File: src/rtl/text_console_scroller_macros.svh
// Assertion macros used by the console datapath module.
`ifndef TEXT_CONSOLE_SCROLLER_MACROS_SVH
`define TEXT_CONSOLE_SCROLLER_MACROS_SVH

`ifndef SYNTH
`define TCS_ASSERT(lbl, clk, rst_n, prop) \
    lbl: assert property (@(posedge clk) disable iff (!rst_n) prop) \
        else $error("console assertion failed");
`define TCS_ASSERT_ALWAYS(lbl, clk, prop) \
    lbl: assert property (@(posedge clk) prop) \
        else $error("console assertion failed");
`else
`define TCS_ASSERT(lbl, clk, rst_n, prop)
`define TCS_ASSERT_ALWAYS(lbl, clk, prop)
`endif

`endif

File: src/rtl/tcs_pkg.sv
`timescale 1ns / 1ps

package tcs_pkg;

    localparam int DEF_SCREEN_WIDTH  = 80;
    localparam int DEF_SCREEN_HEIGHT = 25;

    localparam int COL_W  = 7;
    localparam int ROW_W  = 5;
    localparam int LIN_W  = 12;
    localparam int CPOS_W = 11;
    localparam int CELL_W = 16;

    localparam logic [1:0] REQ_PUT   = 2'd0;
    localparam logic [1:0] REQ_PLACE = 2'd1;
    localparam logic [1:0] REQ_CLEAR = 2'd2;
    localparam logic [1:0] REQ_READ  = 2'd3;

    localparam logic [7:0] NEWLINE_CODE     = 8'd10;
    localparam logic [7:0] SPACE_CODE       = 8'd32;
    localparam logic [7:0] TEXT_COLOR_RESET = 8'h07;
    localparam logic [CELL_W-1:0] RESET_CELL = 16'h0720;

    localparam logic [1:0] FILL_RESET = 2'd0;
    localparam logic [1:0] FILL_BLANK = 2'd1;
    localparam logic [1:0] FILL_CLEAR = 2'd2;

    typedef struct packed {
        logic [1:0]       req_type;
        logic [7:0]       char_code;
        logic [7:0]       cell_color;
        logic [COL_W-1:0] pos_col;
        logic [ROW_W-1:0] pos_row;
    } req_t;

    typedef struct packed {
        logic [7:0]        read_char;
        logic [7:0]        read_color;
        logic [COL_W-1:0]  cursor_col;
        logic [ROW_W-1:0]  cursor_row;
        logic [CPOS_W-1:0] cursor_pos;
    } result_t;

    typedef struct packed {
        logic       latch;
        logic       exec;
        logic       cnt_clr;
        logic       cnt_inc;
        logic       copy_rd;
        logic       copy_wr;
        logic       fill_wr;
        logic [1:0] fill_sel;
        logic       out_load;
        logic       out_direct;
    } cmd_t;

    typedef struct packed {
        logic [1:0] req_type;
        logic       scroll_needed;
        logic       cnt_copy_last;
        logic       cnt_cell_last;
        logic       out_free;
    } status_t;

endpackage

File: src/rtl/tcs_ctrl.sv
`timescale 1ns / 1ps

module tcs_ctrl
    import tcs_pkg::*;
(
    input  logic    clk,
    input  logic    rst_n,
    input  logic    req_valid,
    output logic    req_ready,
    input  status_t status,
    output cmd_t    cmd
);

    localparam logic [2:0] ST_RFILL  = 3'd0;
    localparam logic [2:0] ST_IDLE   = 3'd1;
    localparam logic [2:0] ST_EXEC   = 3'd2;
    localparam logic [2:0] ST_SCR_RD = 3'd3;
    localparam logic [2:0] ST_SCR_WR = 3'd4;
    localparam logic [2:0] ST_BFILL  = 3'd5;
    localparam logic [2:0] ST_CFILL  = 3'd6;
    localparam logic [2:0] ST_FINISH = 3'd7;

    logic [2:0] state_reg;
    logic [2:0] state_next;

    always_ff @(posedge clk or negedge rst_n)
    begin
        if (!rst_n)
        begin
            state_reg <= ST_RFILL;
        end
        else
        begin
            state_reg <= state_next;
        end
    end

    always_comb
    begin
        state_next = state_reg;
        cmd        = '0;
        req_ready  = 1'b0;
        case (state_reg)
            ST_RFILL:
            begin
                cmd.fill_wr  = 1'b1;
                cmd.fill_sel = FILL_RESET;
                cmd.cnt_inc  = 1'b1;
                if (status.cnt_cell_last)
                begin
                    state_next = ST_IDLE;
                end
            end
            ST_IDLE:
            begin
                req_ready = 1'b1;
                if (req_valid)
                begin
                    cmd.latch  = 1'b1;
                    state_next = ST_EXEC;
                end
            end
            ST_EXEC:
            begin
                cmd.exec = 1'b1;
                if (status.req_type == REQ_CLEAR)
                begin
                    cmd.cnt_clr = 1'b1;
                    state_next  = ST_CFILL;
                end
                else if (status.scroll_needed)
                begin
                    cmd.cnt_clr = 1'b1;
                    state_next  = ST_SCR_RD;
                end
                else if (status.out_free)
                begin
                    cmd.out_load   = 1'b1;
                    cmd.out_direct = 1'b1;
                    state_next     = ST_IDLE;
                end
                else
                begin
                    state_next = ST_FINISH;
                end
            end
            ST_SCR_RD:
            begin
                cmd.copy_rd = 1'b1;
                state_next  = ST_SCR_WR;
            end
            ST_SCR_WR:
            begin
                cmd.copy_wr = 1'b1;
                cmd.cnt_inc = 1'b1;
                state_next  = status.cnt_copy_last ? ST_BFILL : ST_SCR_RD;
            end
            ST_BFILL:
            begin
                cmd.fill_wr  = 1'b1;
                cmd.fill_sel = FILL_BLANK;
                cmd.cnt_inc  = 1'b1;
                if (status.cnt_cell_last)
                begin
                    state_next = ST_FINISH;
                end
            end
            ST_CFILL:
            begin
                cmd.fill_wr  = 1'b1;
                cmd.fill_sel = FILL_CLEAR;
                cmd.cnt_inc  = 1'b1;
                if (status.cnt_cell_last)
                begin
                    state_next = ST_FINISH;
                end
            end
            ST_FINISH:
            begin
                if (status.out_free)
                begin
                    cmd.out_load = 1'b1;
                    state_next   = ST_IDLE;
                end
            end
            default:
            begin
                state_next = ST_IDLE;
            end
        endcase
    end

endmodule

File: config.mk
export PLATFORM = sky130hd
export DESIGN_NAME = tcs_ctrl
export DESIGN_NICKNAME = d
export VERILOG_FILES = /design/src/rtl/text_console_scroller_macros.svh /design/src/rtl/tcs_pkg.sv /design/src/rtl/tcs_ctrl.sv
export SDC_FILE = /design/constraint.sdc
export NUM_CORES = 1
export LEC_CHECK = 0
export BUFFER_PORTS_ARGS = -buffer_cell sky130_fd_sc_hd__buf_4
export CAP_MARGIN = 5
export CORE_AREA = 2 2 39 41
export CTS_CLUSTER_DIAMETER = 60
export DETAILED_ROUTE_END_ITERATION = 10
export DIE_AREA = 0 0 41 43
export GPL_TIMING_DRIVEN = 0
export PLACE_DENSITY = 0.59
export SLEW_MARGIN = 20
export SYNTH_ARGS = -nofsm -noshare
export SYNTH_HDL_FRONTEND = slang
export SYNTH_SLANG_ARGS = --single-unit
File: constraint.sdc
create_clock -name clk -period 3.4 [get_ports clk]
set_input_delay 0.68 -clock clk [delete_from_list [all_inputs] [get_ports clk]]
set_output_delay 0.68 -clock clk [all_outputs]
set_load 0.05 [all_outputs]
==> run summary <==
Most frequent cell after synthesis: a21oi_1
MaxCap Viol Count: 0
Worst hold path class: in2async
Vias in the first global route: 372
IO Count: 21
WP data required: 2.72 ns
Cts bufs inserted: 3
Row cnt: 14
Overflow after GRT: 0
NetSw: 0.000392 W
Hpwl dp: 755 microns
Most frequent CP cell: buf_4
Initial antenna violation count: 0
Starting Density: 27.1%
Worst slew pin tran: 0.292 ns
Post-synthesis compound-gate area fraction: 28.7%
Reg power frac: 10.8%
Area grow syn2layout: 52.3%
Clock tree root driver cell: clkbuf_4
Chip height: 43 microns
Vias: 475
Drt first pass iters: 4
Setup TNS: 0 ns
Largest fanout on the critical path: 4
Placed cell count: 91
Status: finished clean
Number of flops mapped to enable cells by yosys: 0
Filler-free cell count of the finished design: 95
Core area: 1380 sq um
First-pass GRT wire length: 1480 microns
H-tree depth: 1
Worst EP arrival: 1.56 ns
Fmax achieved: 446 MHz
Crit-path slowest cell: buf_4
Fin nets: 89
Overall Global Routing Usage: 12.4%
Max reg flops: 3
Cell breakdown of the critical path: buf_4 -> nor2b_1 -> nor2_1 -> nand2_1 -> a21oi_1 -> buf_4
Startpoint types: primary input
Slowest Stage Delay on Critical Path: 0.21 ns
Worst VDD drop: 0.000689 V
Main synth FF type: dfrtp_1
Simple-gate share of the synthesized area: 36.7%
Final Wtd Congestion: 0.855
Setup Buffers After CTS: 0
Clock Path Buffers: 2
Comb pwr share: 80.1%
Synth Area per Inst: 6.82 sq um
Post-CTS Resized: 0
Post-synth top cells: a21oi_1, nand2_1, nor2_1
Layout cells sized above 1: 36.7%
Cell leakage power: 0.279 nW
Switching share of power: 57.5%
Later-pin clock latency in the skew report: 0.23 ns
Mapped Area: 375 sq um
Drt wl/cell: 10.2 microns
Clock power frac: 9.1%
Crit Path Category: in2out
Worst Reg-to-Reg Cells: 5
Mux cell area share after synthesis: 3.00%
Adder-cell share of the synthesized area: 0%
P_int: 0.000290 W
Async set-reset flop share out of synthesis: 100%
CTS tree: yes
Relative slew margins: 80.4%
I/O Buffers: 20
Syn Inst Count: 55
Yosys warns: 0
Count of unique library cells instantiated by Yosys: 25
Hold Violations, Final: 0
Clk sinks: 3
Top-area cell type share of the netlist area: 20.0%
Main combinational cell family by area after synthesis: simple AND/OR/NAND/NOR gates
Initial DRC Count: 15
DRC: 0
Die outline area: 1760 sq um
Final cycle utilization of the critical path: 65.9%
Slew Limit Fails: 0
Syn_nets: 64
Post-CTS Hold Buffers: 0
Antenna cells: 0
Main area contributors after synthesis: dfrtp_1, a21oi_1, buf_6, nor3_1, and3_1
#FFs+latches synth: 3
Critical Path End Type: primary output
Chip Width: 41 microns
Final WL: 966 microns
Clock Skews: 0.00200 ns
Detail Route Antenna Nets: 0
Vias per Instance: 5.00
RSZ-0062 raised after global routing: no
Largest net degree at the start of global routing: 11
Endpoints failing setup: 0
Dominant cell type by area after synthesis: dfrtp_1
Worst-path clk slew: 0.04 ns
Fin crit period: 2.24 ns
Xor and xnor fraction of the mapped netlist area: 0%
Pwr Density: 1190 nW/um^2
Register area share after synthesis: 20.0%
## routing by layer
| layer | track usage [%] | vias up | part of all wire, % |
|---|---|---|---|
| met4 | 6.00 | 0 | 0 |
| met3 | 4.71 | 0 | 5.4 |
| met1 | 17.0 | 214 | 47 |
| met2 | 16.6 | 14 | 48 |
| met5 | 0 | - | 0 |
| li1 | - | 247 | - |
## final cells by class
class	count	area [sq um]
Fill cell	155	812
Multi-Input combinational cell	45	256
Timing Repair Buffer	20	150
Sequential cell	3	75.1
Buffer	4	32.5
Clock buffer	4	26.3
Tap cell	16	20.0
Inverter	3	11.3
## power by group through the flow
stage	clock, W	combinational, W	sequential (W)
global route	0.0000697	0.000584	0.0000772
detailed placement	0	0.000548	0.0000745
CTS	0.0000650	0.000550	0.0000741
global placement	0	0.000550	0.0000745
finish	0.0000622	0.000547	0.0000738
floorplan	0	0.000420	0.0000701
## cell families after synthesis
kind of cell	after synthesis
compound gates	17
mux	1
flops	3
simple gates	27
buf+inv	7
## path summary, 6_finish.rpt
path	slack, ns	end	from
setup reg to reg	2.10	state_reg[2]$_DFFE_PN0P_	state_reg[0]$_DFFE_PN0P_
min in group clk	0.75	state_reg[2]$_DFFE_PN0P_	state_reg[0]$_DFFE_PN0P_
max in group asynchronous	3.08	state_reg[1]$_DFFE_PN0P_	rst_n
hold reg to reg	0.75	state_reg[2]$_DFFE_PN0P_	state_reg[0]$_DFFE_PN0P_
setup / recovery	1.16	cmd[1]	status[5]
hold / removal	0.23	state_reg[2]$_DFFE_PN0P_	rst_n
## critical path, delay by kind of cell
family	cells	cell delay, ns
buf+inv	2	0.31
simple gates	3	0.43
compound gates	1	0.13
## cell usage in the layout, fill, tap and decap left out
master	netlist	routed
o21ai_1	2	2
o22ai_1	1	1
nor2_2	1	1
nor2_1	5	5
nand3_1	1	1
buf_2	2	2
nand2b_1	3	3
and3_1	3	3
nor3_1	4	4
o221ai_1	1	1
clkbuf_1	0	1
o21a_1	1	1
a32o_1	1	1
clkbuf_4	0	3
o21ai_0	2	2
and2_1	2	2
buf_6	2	2
o2111ai_1	1	1
buf_4	0	20
dfrtp_1	3	3
a211oi_1	1	1
inv_2	1	1
nand2_1	5	5
a21oi_1	6	6
mux2_1	1	1
nor2b_1	3	3
a211o_1	1	1
inv_1	2	2
## stage by stage
stage                     util, %  total power [W]  cell area [sq um]  setup WS, ns  hold slack (ns)
after global placement       39.4         0.000624                546          1.17            0.469
after CTS                    41.3         0.000689                572          1.16            0.220
after floorplan                 -         0.000490                375         0.432            0.384
after detailed placement     39.4         0.000622                546          1.16            0.470
after global routing         41.3         0.000731                572          1.08            0.215
final                        41.3         0.000683                572          1.16            0.227
No activity file was read; power rests on OpenSTA's default activity.
